[config.mk]
export PLATFORM = sky130hd
export DESIGN_NAME = rssi_envelope_waterfall_colorizer
export DESIGN_NICKNAME = d
export VERILOG_FILES = /design/src/rewc_pkg.sv /design/src/rewc_div.sv /design/src/rewc_datapath.sv /design/src/rewc_ctrl.sv /design/src/rssi_envelope_waterfall_colorizer.sv
export SDC_FILE = /design/constraint.sdc
export NUM_CORES = 1
export LEC_CHECK = 0
export ABC_CLOCK_PERIOD_IN_PS = 11400
export BUFFER_PORTS_ARGS = -buffer_cell sky130_fd_sc_hd__buf_2
export CAP_MARGIN = 10
export CORE_MARGIN = 3
export CORE_UTILIZATION = 65
export DETAILED_ROUTE_END_ITERATION = 10
export GPL_ROUTABILITY_DRIVEN = 0
export PLACE_DENSITY_LB_ADDON = 0.25
export SLEW_MARGIN = 10
export SYNTH_ARGS = -nofsm -noshare
export SYNTH_HDL_FRONTEND = slang
export SYNTH_SLANG_ARGS = --single-unit
[constraint.sdc]
create_clock -name clk_i -period 11.4 [get_ports clk_i]
set_clock_uncertainty 0.05 [all_clocks]
set_input_delay 2.28 -clock clk_i [delete_from_list [all_inputs] [get_ports clk_i]]
set_output_delay 2.28 -clock clk_i [all_outputs]
set_load 0.05 [all_outputs]
[src/rewc_pkg.sv]
package rewc_pkg;

  // Default envelope lengths, in ticks.
  localparam int unsigned ATTACK_STEPS_DEF = 8;
  localparam int unsigned DECAY_STEPS_DEF  = 20;

  // Fixed widths. The step counter wraps at 5 bits, so phase lengths stay
  // at or below 31 and their squares fit in 10 bits.
  localparam int STEP_W    = 5;
  localparam int DEN_W     = 10;
  localparam int NUM_W     = 18;
  localparam int QUO_W     = 8;
  localparam int CNT_W     = 3;
  localparam int HW_PROD_W = 30;
  localparam int MIX_W     = 14;
  localparam int SCL_PROD_W = 31;
  localparam int RECIP_SHIFT = 24;

  // Envelope division by reciprocal: quotient = (num * recip) >> DIV_SHIFT.
  // With a dividend below 2**NUM_W and a denominator below 2**DEN_W the
  // rounded-up reciprocal gives the exact floor.
  localparam int RECIP_W   = 29;
  localparam int DIV_SHIFT = 28;

  // Sequencer counts.
  localparam int DIV_ITERS = 1;
  localparam int NUM_CHAN  = 3;

  // Reciprocals for exact division by 255 over the value ranges used here.
  localparam logic [16:0] DIV255_RECIP = 17'd65794;
  // 61 * DIV255_RECIP, for the half-width scaling.
  localparam logic [21:0] HW_RECIP = 22'd4013434;

  // Input item kinds.
  localparam logic FUNC_EVENT = 1'b0;
  localparam logic FUNC_TICK  = 1'b1;

  // Colour channel selects.
  localparam logic [1:0] CH_RED   = 2'd0;
  localparam logic [1:0] CH_GREEN = 2'd1;
  localparam logic [1:0] CH_BLUE  = 2'd2;

  // Palette entry used at full level.
  localparam logic [3:0] PAL_LAST = 4'd8;

  typedef enum logic [1:0] {
    PH_IDLE    = 2'd0,
    PH_ATTACK  = 2'd1,
    PH_SUSTAIN = 2'd2,
    PH_DECAY   = 2'd3
  } rewc_phase_e;

  // Commands from the controller to the datapath.
  typedef struct packed {
    logic       ev_apply;
    logic       tick_load;
    logic       sq_en;
    logic       mul_en;
    logic       div_step;
    logic       env_en;
    logic       hw_en;
    logic       mix_en;
    logic [1:0] mix_ch;
    logic       scale_en;
    logic [1:0] scale_ch;
    logic       out_load;
  } rewc_cmd_t;

  // Status from the datapath to the controller.
  typedef struct packed {
    logic div_path;
  } rewc_sts_t;

  // floor(x * 255 / 25) for x in 1..24.
  function automatic logic [7:0] norm_lut(input logic [4:0] x);
    logic [7:0] v;
    unique case (x)
      5'd1:    v = 8'd10;
      5'd2:    v = 8'd20;
      5'd3:    v = 8'd30;
      5'd4:    v = 8'd40;
      5'd5:    v = 8'd51;
      5'd6:    v = 8'd61;
      5'd7:    v = 8'd71;
      5'd8:    v = 8'd81;
      5'd9:    v = 8'd91;
      5'd10:   v = 8'd102;
      5'd11:   v = 8'd112;
      5'd12:   v = 8'd122;
      5'd13:   v = 8'd132;
      5'd14:   v = 8'd142;
      5'd15:   v = 8'd153;
      5'd16:   v = 8'd163;
      5'd17:   v = 8'd173;
      5'd18:   v = 8'd183;
      5'd19:   v = 8'd193;
      5'd20:   v = 8'd204;
      5'd21:   v = 8'd214;
      5'd22:   v = 8'd224;
      5'd23:   v = 8'd234;
      5'd24:   v = 8'd244;
      default: v = 8'd0;
    endcase
    return v;
  endfunction

  // Nine-entry waterfall palette in RGB565.
  function automatic logic [15:0] palette_color(input logic [3:0] idx);
    logic [15:0] c;
    unique case (idx)
      4'd0:    c = 16'h000F;
      4'd1:    c = 16'h001F;
      4'd2:    c = 16'h043F;
      4'd3:    c = 16'h07FF;
      4'd4:    c = 16'h07E0;
      4'd5:    c = 16'h8FE0;
      4'd6:    c = 16'hFFE0;
      4'd7:    c = 16'hFD00;
      4'd8:    c = 16'hF800;
      default: c = 16'h0000;
    endcase
    return c;
  endfunction

endpackage

[src/rewc_div.sv]
// Division by a phase denominator through its rounded-up reciprocal.
// The dividend and reciprocal are registered on load, the quotient on step.
// The caller guarantees num_i < 2**QUO_W times the denominator.
module rewc_div import rewc_pkg::*; (
  input  logic               clk_i,
  input  logic               load_i,
  input  logic               step_i,
  input  logic [NUM_W-1:0]   num_i,
  input  logic [RECIP_W-1:0] recip_i,
  output logic [QUO_W-1:0]   quo_o
);

  localparam int PROD_W = NUM_W + RECIP_W;

  logic [NUM_W-1:0]   num_q;
  logic [RECIP_W-1:0] recip_q;
  logic [QUO_W-1:0]   quo_q;
  logic [PROD_W-1:0]  prod;

  assign prod = PROD_W'(num_q) * PROD_W'(recip_q);

  always_ff @(posedge clk_i) begin
    if (load_i) begin
      num_q   <= num_i;
      recip_q <= recip_i;
    end
    if (step_i) begin
      quo_q <= prod[DIV_SHIFT+QUO_W-1:DIV_SHIFT];
    end
  end

  assign quo_o = quo_q;

endmodule

[src/rewc_datapath.sv]
// Envelope state, arithmetic and result registers.
module rewc_datapath import rewc_pkg::*; #(
  parameter int unsigned ATTACK_STEPS = ATTACK_STEPS_DEF,
  parameter int unsigned DECAY_STEPS  = DECAY_STEPS_DEF
) (
  input  logic              clk_i,
  input  logic              rst_ni,
  input  logic              cfg_we_i,
  input  logic              cfg_wdata_i,
  input  logic signed [8:0] rssi_dbm_i,
  input  rewc_cmd_t         cmd_i,
  output rewc_sts_t         sts_o,
  output logic [7:0]        level_o,
  output logic [5:0]        half_width_o,
  output logic [15:0]       color_rgb565_o,
  output logic              blank_o,
  output logic [1:0]        env_phase_o,
  output logic [31:0]       signal_count_o
);

  localparam logic [STEP_W-1:0] AttackLen = STEP_W'(ATTACK_STEPS);
  localparam logic [STEP_W-1:0] DecayLen  = STEP_W'(DECAY_STEPS);
  localparam logic [DEN_W-1:0]  DenDecay  = DEN_W'(DECAY_STEPS * DECAY_STEPS);
  // Rounded-up reciprocals of the attack and decay denominators.
  localparam logic [RECIP_W-1:0] RecipAttack =
    RECIP_W'(((64'd1 << DIV_SHIFT) + ATTACK_STEPS * ATTACK_STEPS - 1)
             / (ATTACK_STEPS * ATTACK_STEPS));
  localparam logic [RECIP_W-1:0] RecipDecay =
    RECIP_W'(((64'd1 << DIV_SHIFT) + DECAY_STEPS * DECAY_STEPS - 1)
             / (DECAY_STEPS * DECAY_STEPS));

  // Control state.
  logic              radio_ready_q;
  rewc_phase_e       phase_q, phase_d;
  logic [STEP_W-1:0] step_q, step_d;
  logic              active_q, active_d;
  logic [31:0]       total_q, total_d;

  // Working registers.
  logic [7:0]        base_q;
  logic [DEN_W-1:0]  sq_q;
  logic [7:0]        lvl_q;
  logic [5:0]        hw_q;
  logic [3:0]        idx_q;
  logic [7:0]        r_q;
  logic [MIX_W-1:0]  mix_q;
  logic [15:0]       col_q;

  // Result registers.
  logic [7:0]        level_out_q;
  logic [5:0]        hw_out_q;
  logic [15:0]       col_out_q;
  logic              blank_out_q;
  logic [1:0]        phase_out_q;
  logic [31:0]       count_out_q;

  // Normalization of the sample onto 0..255.
  logic signed [9:0] rssi_off;
  logic [7:0]        base_d;

  assign rssi_off = radio_ready_q ? (10'(rssi_dbm_i) + 10'sd45) : 10'sd0;

  always_comb begin
    priority if (rssi_off[9] || (rssi_off == 10'sd0)) begin
      base_d = 8'd0;
    end else if (rssi_off >= 10'sd25) begin
      base_d = 8'd255;
    end else begin
      base_d = norm_lut(rssi_off[4:0]);
    end
  end

  // Squared progress term: s*s in attack, D*D - (D-s)*(D-s) in decay.
  logic              is_decay;
  logic [STEP_W-1:0] decay_pos;
  logic [STEP_W-1:0] sq_op;
  logic [DEN_W-1:0]  sq_prod;
  logic [DEN_W-1:0]  sq_d;

  assign is_decay  = (phase_q == PH_DECAY);
  assign decay_pos = (step_q > DecayLen) ? DecayLen : step_q;
  assign sq_op     = is_decay ? (DecayLen - decay_pos) : step_q;
  assign sq_prod   = DEN_W'(sq_op) * DEN_W'(sq_op);
  assign sq_d      = is_decay ? (DenDecay - sq_prod) : sq_prod;

  // Dividend for the envelope division; decay rounds up.
  logic [7:0]       headroom;
  logic [NUM_W-1:0] num;
  logic [QUO_W-1:0] quo;

  assign headroom = 8'd255 - base_q;
  assign num = (NUM_W'(headroom) * NUM_W'(sq_q))
             + (is_decay ? NUM_W'(DenDecay - DEN_W'(1)) : NUM_W'(0));

  rewc_div u_div (
    .clk_i   (clk_i),
    .load_i  (cmd_i.mul_en),
    .step_i  (cmd_i.div_step),
    .num_i   (num),
    .recip_i (is_decay ? RecipDecay : RecipAttack),
    .quo_o   (quo)
  );

  // Envelope step and event handling.
  logic [8:0]        attack_sum;
  logic [STEP_W-1:0] step_inc;
  logic [7:0]        env;
  logic [7:0]        lvl_d;

  assign attack_sum = {1'b0, base_q} + {1'b0, quo};
  assign step_inc   = step_q + STEP_W'(1);

  always_comb begin
    phase_d  = phase_q;
    step_d   = step_q;
    active_d = active_q;
    total_d  = total_q;
    env      = 8'd0;
    if (cmd_i.ev_apply && radio_ready_q) begin
      total_d  = total_q + 32'd1;
      active_d = 1'b1;
      if ((phase_q == PH_IDLE) || (phase_q == PH_DECAY)) begin
        phase_d = PH_ATTACK;
        step_d  = '0;
      end
    end else if (cmd_i.env_en) begin
      unique case (phase_q)
        PH_IDLE: begin
          env = 8'd0;
        end
        PH_ATTACK: begin
          env = attack_sum[8] ? 8'd255 : attack_sum[7:0];
          step_d = step_inc;
          if (step_inc >= AttackLen) begin
            env      = 8'd255;
            phase_d  = PH_SUSTAIN;
            step_d   = '0;
            active_d = 1'b0;
          end
        end
        PH_SUSTAIN: begin
          env = 8'd255;
          if (!active_q) begin
            phase_d = PH_DECAY;
            step_d  = '0;
          end
          active_d = 1'b0;
        end
        PH_DECAY: begin
          env = 8'd255 - quo;
          step_d = step_inc;
          if (step_inc >= DecayLen) begin
            env     = 8'd0;
            phase_d = PH_IDLE;
            step_d  = '0;
          end
        end
        default: begin
          env = 8'd0;
        end
      endcase
    end
  end

  assign lvl_d = (base_q > env) ? base_q : env;

  // Half-width and palette position from the level.
  logic [HW_PROD_W-1:0] hw_prod;
  logic [10:0]          scaled;
  logic [3:0]           idx_d;
  logic [10:0]          r_full;

  assign hw_prod = HW_PROD_W'(lvl_q) * HW_PROD_W'(HW_RECIP);
  assign scaled  = {lvl_q, 3'b000};

  always_comb begin
    idx_d = 4'd0;
    for (int k = 1; k <= 8; k++) begin
      if (scaled >= 11'(255 * k)) begin
        idx_d = idx_d + 4'd1;
      end
    end
  end

  assign r_full = scaled - (11'({idx_d, 8'b0}) - 11'(idx_d));

  // Channel blend: 255*a + (b-a)*r, then divided by 255.
  logic [15:0]              pal_a, pal_b;
  logic [5:0]               chan_a, chan_b;
  logic signed [6:0]        chan_diff;
  logic signed [15:0]       blend_term;
  logic signed [15:0]       blend_full;
  logic [SCL_PROD_W-1:0]    scale_prod;
  logic [5:0]               chan_val;

  assign pal_a = palette_color(idx_q);
  assign pal_b = palette_color(idx_q + 4'd1);

  always_comb begin
    unique case (cmd_i.mix_ch)
      CH_RED: begin
        chan_a = {1'b0, pal_a[15:11]};
        chan_b = {1'b0, pal_b[15:11]};
      end
      CH_GREEN: begin
        chan_a = pal_a[10:5];
        chan_b = pal_b[10:5];
      end
      CH_BLUE: begin
        chan_a = {1'b0, pal_a[4:0]};
        chan_b = {1'b0, pal_b[4:0]};
      end
      default: begin
        chan_a = 6'd0;
        chan_b = 6'd0;
      end
    endcase
  end

  assign chan_diff  = $signed({1'b0, chan_b}) - $signed({1'b0, chan_a});
  assign blend_term = 16'(chan_diff) * 16'($signed({1'b0, r_q}));
  assign blend_full = $signed(16'({chan_a, 8'b0}) - 16'(chan_a)) + blend_term;
  assign scale_prod = SCL_PROD_W'(mix_q) * SCL_PROD_W'(DIV255_RECIP);
  assign chan_val   = scale_prod[RECIP_SHIFT+5:RECIP_SHIFT];

  // Control state registers.
  always_ff @(posedge clk_i or negedge rst_ni) begin
    if (!rst_ni) begin
      radio_ready_q <= 1'b0;
      phase_q       <= PH_IDLE;
      step_q        <= '0;
      active_q      <= 1'b0;
      total_q       <= '0;
    end else begin
      if (cfg_we_i) begin
        radio_ready_q <= cfg_wdata_i;
      end
      phase_q  <= phase_d;
      step_q   <= step_d;
      active_q <= active_d;
      total_q  <= total_d;
    end
  end

  // Working and result registers.
  always_ff @(posedge clk_i) begin
    if (cmd_i.tick_load) begin
      base_q <= base_d;
    end
    if (cmd_i.sq_en) begin
      sq_q <= sq_d;
    end
    if (cmd_i.env_en) begin
      lvl_q <= lvl_d;
    end
    if (cmd_i.hw_en) begin
      hw_q  <= hw_prod[RECIP_SHIFT+5:RECIP_SHIFT] + 6'd1;
      idx_q <= idx_d;
      r_q   <= r_full[7:0];
    end
    if (cmd_i.mix_en) begin
      mix_q <= blend_full[MIX_W-1:0];
    end
    if (cmd_i.scale_en) begin
      unique case (cmd_i.scale_ch)
        CH_RED:   col_q[15:11] <= chan_val[4:0];
        CH_GREEN: col_q[10:5]  <= chan_val;
        CH_BLUE:  col_q[4:0]   <= chan_val[4:0];
        default:  col_q        <= col_q;
      endcase
    end
    if (cmd_i.out_load) begin
      level_out_q <= lvl_q;
      blank_out_q <= (lvl_q == 8'd0);
      hw_out_q    <= (lvl_q == 8'd0) ? 6'd0 : hw_q;
      if (lvl_q == 8'd0) begin
        col_out_q <= 16'h0000;
      end else if (idx_q == PAL_LAST) begin
        col_out_q <= palette_color(PAL_LAST);
      end else begin
        col_out_q <= col_q;
      end
      phase_out_q <= phase_q;
      count_out_q <= total_q;
    end
  end

  assign sts_o.div_path = (phase_q == PH_ATTACK) || (phase_q == PH_DECAY);

  assign level_o        = level_out_q;
  assign half_width_o   = hw_out_q;
  assign color_rgb565_o = col_out_q;
  assign blank_o        = blank_out_q;
  assign env_phase_o    = phase_out_q;
  assign signal_count_o = count_out_q;

endmodule

[src/rewc_ctrl.sv]
// Sequencer for one tick, plus the input and output handshakes.
module rewc_ctrl import rewc_pkg::*; (
  input  logic      clk_i,
  input  logic      rst_ni,
  input  logic      in_valid_i,
  output logic      in_ready_o,
  input  logic      func_i,
  output logic      out_valid_o,
  input  logic      out_ready_i,
  input  rewc_sts_t sts_i,
  output rewc_cmd_t cmd_o
);

  typedef enum logic [2:0] {
    S_IDLE,
    S_SQ,
    S_MUL,
    S_DIV,
    S_ENV,
    S_HW,
    S_COL,
    S_OUT
  } state_e;

  localparam logic [CNT_W-1:0] DivLast = CNT_W'(DIV_ITERS - 1);
  localparam logic [CNT_W-1:0] ColLast = CNT_W'(NUM_CHAN);

  state_e           state_q;
  logic [CNT_W-1:0] cnt_q;
  logic             out_valid_q;
  logic             accept;

  assign accept     = in_valid_i && (state_q == S_IDLE);
  assign in_ready_o = (state_q == S_IDLE);

  always_comb begin
    cmd_o           = '0;
    cmd_o.ev_apply  = accept && (func_i == FUNC_EVENT);
    cmd_o.tick_load = accept && (func_i == FUNC_TICK);
    cmd_o.sq_en     = (state_q == S_SQ);
    cmd_o.mul_en    = (state_q == S_MUL);
    cmd_o.div_step  = (state_q == S_DIV);
    cmd_o.env_en    = (state_q == S_ENV);
    cmd_o.hw_en     = (state_q == S_HW);
    cmd_o.mix_en    = (state_q == S_COL) && (cnt_q < ColLast);
    cmd_o.mix_ch    = cnt_q[1:0];
    cmd_o.scale_en  = (state_q == S_COL) && (cnt_q != '0);
    cmd_o.scale_ch  = cnt_q[1:0] - 2'd1;
    cmd_o.out_load  = (state_q == S_OUT) && (!out_valid_q || out_ready_i);
  end

  always_ff @(posedge clk_i or negedge rst_ni) begin
    if (!rst_ni) begin
      state_q     <= S_IDLE;
      cnt_q       <= '0;
      out_valid_q <= 1'b0;
    end else begin
      if (cmd_o.out_load) begin
        out_valid_q <= 1'b1;
      end else if (out_ready_i) begin
        out_valid_q <= 1'b0;
      end
      unique case (state_q)
        S_IDLE: begin
          if (cmd_o.tick_load) begin
            state_q <= sts_i.div_path ? S_SQ : S_ENV;
          end
        end
        S_SQ: begin
          state_q <= S_MUL;
        end
        S_MUL: begin
          state_q <= S_DIV;
          cnt_q   <= '0;
        end
        S_DIV: begin
          if (cnt_q == DivLast) begin
            state_q <= S_ENV;
          end else begin
            cnt_q <= cnt_q + CNT_W'(1);
          end
        end
        S_ENV: begin
          state_q <= S_HW;
        end
        S_HW: begin
          state_q <= S_COL;
          cnt_q   <= '0;
        end
        S_COL: begin
          if (cnt_q == ColLast) begin
            state_q <= S_OUT;
          end else begin
            cnt_q <= cnt_q + CNT_W'(1);
          end
        end
        S_OUT: begin
          if (cmd_o.out_load) begin
            state_q <= S_IDLE;
          end
        end
        default: begin
          state_q <= S_IDLE;
        end
      endcase
    end
  end

  assign out_valid_o = out_valid_q;

endmodule

[src/rssi_envelope_waterfall_colorizer.sv]
// RSSI envelope waterfall colorizer.
// The input channel (in_valid_i/in_ready_o) carries one beat per item: func_i
// selects a signal-detected event or a display tick, and rssi_dbm_i holds the
// sample for a tick. An event is absorbed in the cycle it is accepted and
// produces no output beat. A tick produces exactly one output beat on
// out_valid_o/out_ready_i with the level, half-width, RGB565 colour, blank
// flag, envelope phase and event count.
// While the envelope is attacking or decaying, a tick goes through squaring,
// dividend and a reciprocal multiply for the envelope division before the
// envelope step; while idle or sustaining it goes straight to that step. The
// colour blend works through its three channels, sharing one blend and one
// scaling multiplier. The block works on one tick at a time and takes no new
// item until it is through; events are taken every cycle while it is idle.
// Reset clears the envelope, the event counter, radio_ready and the output
// valid. A stalled receiver holds the result in the output register; the
// block still accepts the next item and finishes it up to the output stage,
// where it waits until the held beat is taken.
// cfg_we_i writes radio_ready from cfg_wdata_i; write it only while idle.
module rssi_envelope_waterfall_colorizer import rewc_pkg::*; #(
  parameter int unsigned ATTACK_STEPS = ATTACK_STEPS_DEF,
  parameter int unsigned DECAY_STEPS  = DECAY_STEPS_DEF
) (
  input  logic              clk_i,
  input  logic              rst_ni,
  input  logic              cfg_we_i,
  input  logic              cfg_wdata_i,
  input  logic              in_valid_i,
  output logic              in_ready_o,
  input  logic              func_i,
  input  logic signed [8:0] rssi_dbm_i,
  output logic              out_valid_o,
  input  logic              out_ready_i,
  output logic [7:0]        level_o,
  output logic [5:0]        half_width_o,
  output logic [15:0]       color_rgb565_o,
  output logic              blank_o,
  output logic [1:0]        env_phase_o,
  output logic [31:0]       signal_count_o
);

  rewc_cmd_t cmd;
  rewc_sts_t sts;

  // The controller owns both handshakes and steps the datapath one
  // operation per cycle, except while a finished tick waits for the output.
  rewc_ctrl u_ctrl (
    .clk_i       (clk_i),
    .rst_ni      (rst_ni),
    .in_valid_i  (in_valid_i),
    .in_ready_o  (in_ready_o),
    .func_i      (func_i),
    .out_valid_o (out_valid_o),
    .out_ready_i (out_ready_i),
    .sts_i       (sts),
    .cmd_o       (cmd)
  );

  // The datapath holds the envelope state, the shared arithmetic and the
  // output register.
  rewc_datapath #(
    .ATTACK_STEPS (ATTACK_STEPS),
    .DECAY_STEPS  (DECAY_STEPS)
  ) u_datapath (
    .clk_i          (clk_i),
    .rst_ni         (rst_ni),
    .cfg_we_i       (cfg_we_i),
    .cfg_wdata_i    (cfg_wdata_i),
    .rssi_dbm_i     (rssi_dbm_i),
    .cmd_i          (cmd),
    .sts_o          (sts),
    .level_o        (level_o),
    .half_width_o   (half_width_o),
    .color_rgb565_o (color_rgb565_o),
    .blank_o        (blank_o),
    .env_phase_o    (env_phase_o),
    .signal_count_o (signal_count_o)
  );

endmodule

==> results of run 1 <==
## per-stage QoR
step	setup WS, ns	cell area (um2)
2_1_floorplan	4.195	24880
3_3_place_gp	3.756	25880
3_5_place_dp	3.469	25880
4_1_cts	3.438	26810
5_1_grt	2.797	26820
6_report	3.411	26820
## worst max-delay path: cells and delay by family (launching register included)
kind / cells / cell delay [ns]
buf+inv: 4 / 0.26
xor+xnor: 2 / 0.62
simple gates: 5 / 1.11
flops: 1 / 0.54
fa+ha+maj: 9 / 3.33
compound gates: 10 / 1.79
## final timing paths
kind | to | slack, ns | cells after the start
max | u_datapath.mix_q[13] | 3.41 | 30
min | u_datapath.total_q[31] | 0.42 | 1
max reg2reg | u_datapath.mix_q[13] | 3.41 | 30
min reg2reg | u_datapath.total_q[31] | 0.42 | 1
max in group asynchronous | u_ctrl.out_valid_o | 9.04 | 2
min in group asynchronous | u_datapath.total_q[12] | 1.83 | 2
## kinds of logic (layout without fill, tap and decap cells)
kind of cell | Yosys count | in the layout | synth area share
adder cells (fa/ha/maj) | 684 | 684 | 0.4276
flip-flops | 222 | 222 | 0.2551
buffers and inverters | 528 | 636 | 0.07982
AO/OA/AOI/OAI | 288 | 288 | 0.07534
multiplexers | 15 | 15 | 0.006186
AND/OR/NAND/NOR | 550 | 550 | 0.1090
XOR/XNOR | 132 | 132 | 0.04703
## cell type report
class / count / area [um2]
clock buffer: 35 / 765.7
clock inverter: 13 / 161.4
fill: 2714 / 10850
inverter: 499 / 1873
multi-input combinational: 1669 / 16570
sequential: 222 / 6346
tap: 511 / 639.4
timing repair buffer: 89 / 462.9
## sequential cells by signal (all words and copies together), names as in the netlist, 8 cells and up
name / count
u_datapath.lvl_q: 8
u_datapath.col_q: 16
u_datapath.r_q: 8
u_datapath.u_div.num_q: 18
u_datapath.level_o: 8
u_datapath.u_div.quo_o: 8
u_datapath.total_q: 32
u_datapath.sq_q: 10
u_datapath.pal_a: 8
u_datapath.signal_count_o: 32
u_datapath.color_rgb565_o: 16
u_datapath.base_q: 8
u_datapath.mix_q: 14
## metal layers
metal / vias up / global-route usage
met4: 0 / 0.06454
met3: 88 / 0.02864
met5: - / 0
met1: 8424 / 0.3401
met2: 456 / 0.4581
li1: 8075 / -
## placed cells by master, fill, tap and decap left out, drive strengths merged, types with 28 or more instances in the layout
master	synthesis	routed
xnor2	96	96
a21oi	78	78
nor2	105	105
edfxtp	166	166
nor2b	76	76
dfrtp	48	48
o21ai	63	63
nand3	29	29
a21o	28	28
nand2	172	172
fa	277	277
inv	497	501
xor2	35	35
and2	65	65
buf	4	89
ha	406	406
clkbuf	25	35
==> run metrics, run 1 <==
status=finished, final reports clean; WL/cell=16.71 um; clock root buffer=clkbuf_16; FF+latch count, synth=222; DP HPWL=~42000 um; sequential element share of the synthesized area=0.2551; CP Data Arrival Time=8.19 ns; via count=17040; CP Launch Type=register; ys flop type=edfxtp_1; total gr overflow=0; CTS Buf Count=26; CTS sink count=222; Iteration-0 DRC Markers=roughly 900; top-area cell type share of the netlist area=0.2229; Syn Std Cell Area=0.02488 mm2; Post-synth EDFFs=166; PortBufs=between 80 and 90; Tcrit/Tclk final=0.7008; largest cells by area after synthesis=fa_1, ha_1, edfxtp_1; Worst-Margin Slew=1.137 ns; Core ar.=~0.038 mm2; Ant. Diodes=0; max-slew violations=0; final WL=50780 um; Die Ht=201.6 um; crit-path max cell delay=0.54 ns; Crit. End Element=register; final core occ=0.7120; Via density=5.610; Synth area leader=fa_1; final setup TNS=0 ns; drc violations=0; initial antenna violation count=0; chip width=roughly 200 um; ratio of cells with drive above 1 in the final layout=0.06727; Post-CTS Setup Bufs=0; Ys Warns=0; Post-CTS Resized=0; Final Critical Period=7.989 ns; # setup viols final=0; relative slew slack=0.2405; max cap viols=0; largest net degree at the start of global routing=67; WL met2=between 20000 and 30000 um; GRT Total Usage=0.2575; Worst Setup SP=u_datapath.r_q[0]; CTS Buffer Depth=3; first-pass GRT wire length=about 86000 um; Cell Rows=71; Netlist cell types=between 70 and 80; num ports=83; Syn Inst Count=2419; worst skew pair latency=0.53 ns; top layer in use=met4; synth-to-layout area growth=7.806%; fin cells=~3000; antenna-violating nets left=0; CTS H-tree lvls=1; vias in the first global route=17910; Mean Syn Cell Area=10.28 um2; Crit-path slowest cell=edfxtp_1; RSZ-0062 raised after global routing=false; Async SR Flop Fraction=0.2162; most frequent cell after synthesis=inv_1; kind of critical path=reg2reg; WHS=0.4236 ns; clock slew at reported path FFs=0.06 ns; Commonest cells post-synth=inv_1, ha_1, fa_1; FF-to-FF Start=u_datapath.r_q[0]; Die ar.=0.04066 mm2; f_max=125.2 MHz; crit-path max FO=10; hold_buf cts=0; CTS tree=built; DRT Pass-1 Iters=5; Mapped Nets=about 3100; M1 wire length=21680 um; met3 wire length=2418 um; Worst Hold Launch=u_datapath.total_q[31]; Final Hold Viols=0; placed insts=2990; final net count=3206; Worst Path Required=11.60 ns; HP Class=reg2reg; Initial Util=0.6605
Power of run 1 is left out: the tool's default activity adds up to more than one toggle a clock period on the data nets, which glitch-free logic cannot reach.
==> run 2, diff against run 1 <==
- ABC_CLOCK_PERIOD_IN_PS: 11400 -> 8000
- clock period: 11.4 -> 8 ns (I/O delays scaled with it)
==> run 2 against run 1 <==
  * Hold slack lost 0.0037 ns
  * Global-route usage is 0.067 points lower
  * Critical path depth up 1
  * Sequential share of layout area is essentially flat
  * Clock-buffer cell count decreased by 3
  * Largest cell class unchanged
  * Core utilization grew 0.066 points
  * Cell count is essentially flat
  * First-iteration DRC count rose by 21%
  * Wire length grew 0.67%
==> run metrics, run 2 (synthesized netlist as in run 1, its figures left out) <==
status=finished, final reports clean (unchanged); Final Critical Period=7.546 ns (was 7.989 ns); total gr overflow=0 (unchanged); crit-path max FO=9 (was 10); commonest non-fill, non-tap cell in the layout=inv_1 (unchanged); DRT Pass-1 Iters=8 (was 5); Worst path most repeated cell=inv_1; CTS tree=built (unchanged); CP Launch Type=register (unchanged); ratio of cells with drive above 1 in the final layout=0.06996 (was 0.06727); Crit-path slowest cell=fa_1 (was edfxtp_1); Ant. Diodes=0 (unchanged); crit-path max cell delay=0.54 ns (about the same); Via density=5.642 (was 5.610); HP Class=reg2reg (unchanged); f_max=132.5 MHz (was 125.2 MHz); CTS sink count=222 (unchanged); CTS Buf Count=25 (was 26); via count=17160 (was 17040); GRT Total Usage=0.2568 (was 0.2575); synth-to-layout area growth=7.906% (was 7.806%); antenna-violating nets left=0 (unchanged); clock root buffer=clkbuf_16 (unchanged); worst skew pair latency=0.54 ns (was 0.53 ns); max cap viols=0 (unchanged); CTS Buffer Depth=3 (unchanged); Worst-Margin Slew=0.9750 ns (was 1.137 ns); relative slew slack=0.3487 (was 0.2405); most frequent cells in the layout=inv_1, ha_1, fa_1, nand2_1, edfxtp_1 (unchanged); Tcrit/Tclk final=0.9433 (was 0.7008); CP Data Arrival Time=7.75 ns (was 8.19 ns); largest net degree at the start of global routing=67 (unchanged); final net count=3211 (was 3206); Initial Util=0.6605 (unchanged); kind of critical path=reg2reg (unchanged); Worst Path Buf+Inv=7 (was 4); first-pass GRT wire length=85480 um (was 85840 um); final setup TNS=0 ns (unchanged); final WL=51120 um (was 50780 um); PortBufs=82 (unchanged); clock slew at reported path FFs=0.06 ns (about the same); DP HPWL=42400 um (was 42310 um); CTS H-tree lvls=1 (unchanged); initial antenna violation count=0 (unchanged); Die Ht=201.6 um (unchanged); # setup viols final=0 (unchanged); Die ar.=0.04066 mm2 (unchanged); chip width=201.6 um (unchanged); Final Hold Viols=0 (unchanged); hold_buf cts=0 (unchanged); Cell Rows=71 (unchanged); Crit. End Element=register (unchanged); Worst Path Required=8.21 ns (was 11.60 ns); max-slew violations=0 (unchanged); RSZ-0062 raised after global routing=false (unchanged); drc violations=0 (unchanged); WL/cell=16.81 um (was 16.71 um); largest delay contributor family on the critical path=adder cells (unchanged); Core ar.=0.03767 mm2 (unchanged); num ports=83 (unchanged); vias in the first global route=17890 (was 17910); Iteration-0 DRC Markers=1115 (was 918)
## run 2: changes by cell type in the layout (fill, tap and decap cells not counted), moves of 2 or more
cell and delta:
clkbuf_8 -3, inv_8 -2, buf_4 +6, clkinv_4 +2
## run 2: cell type report
type | instances | area (um2)
clock buffers | 32 | 703.2
well taps | 511 | 639.4
repair buffers | 95 | 508.0
clock inverters | 13 | 175.2
multi-input cells | 1669 | 16600
flip-flops and latches | 222 | 6346
fillers | 2734 | 10820
inverters | 499 | 1873
## run 2: repair_timing
item,4_1_cts,5_1_grt
gates resized for setup,0,6
buffers inserted,0,3
setup endpoints to repair,0,5
## run 2: final timing paths
path | from | endpoint | slack, ns | cells past startpoint
min reg2reg | u_datapath.total_q[9] | u_datapath.signal_count_o[9] | 0.42 | 0
max | u_datapath.idx_q[1] | u_datapath.mix_q[13] | 0.45 | 31
max in group asynchronous | rst_ni | u_ctrl.state_q[1] | 6.31 | 2
max reg2reg | u_datapath.idx_q[1] | u_datapath.mix_q[13] | 0.45 | 31
min | u_datapath.total_q[9] | u_datapath.signal_count_o[9] | 0.42 | 0
min in group asynchronous | rst_ni | u_datapath.total_q[13] | 1.15 | 2
## run 2: through the flow
stage / instance area [um2] / hold WS, ns / std cells / setup WS [ns] / util
finish: 26840 / 0.4199 / 3041 / 0.4540 / 0.7127
global route: 26840 / 0.4314 / 3041 / 0.02606 / 0.7127
detailed placement: 25900 / 0.4054 / 2992 / 0.1247 / 0.6876
floorplan: 24880 / 0.3749 / 2419 / 0.7951 / -
global placement: 25900 / 0.3931 / 2992 / 0.4462 / 0.6876
CTS: 26780 / 0.4195 / 3037 / 0.01275 / 0.7109
## run 2: layer usage
| metal | up-vias | global-route usage | wire, um |
|---|---|---|---|
| li1 | 8084 | - | - |
| met1 | 8401 | 0.3357 | 21390 |
| met2 | 559 | 0.4509 | 25260 |
| met3 | 112 | 0.03624 | 2925 |
| met4 | 0 | 0.07276 | 1546 |
| met5 | - | 0 | 0 |
Power of run 2 is left out for the same reason.
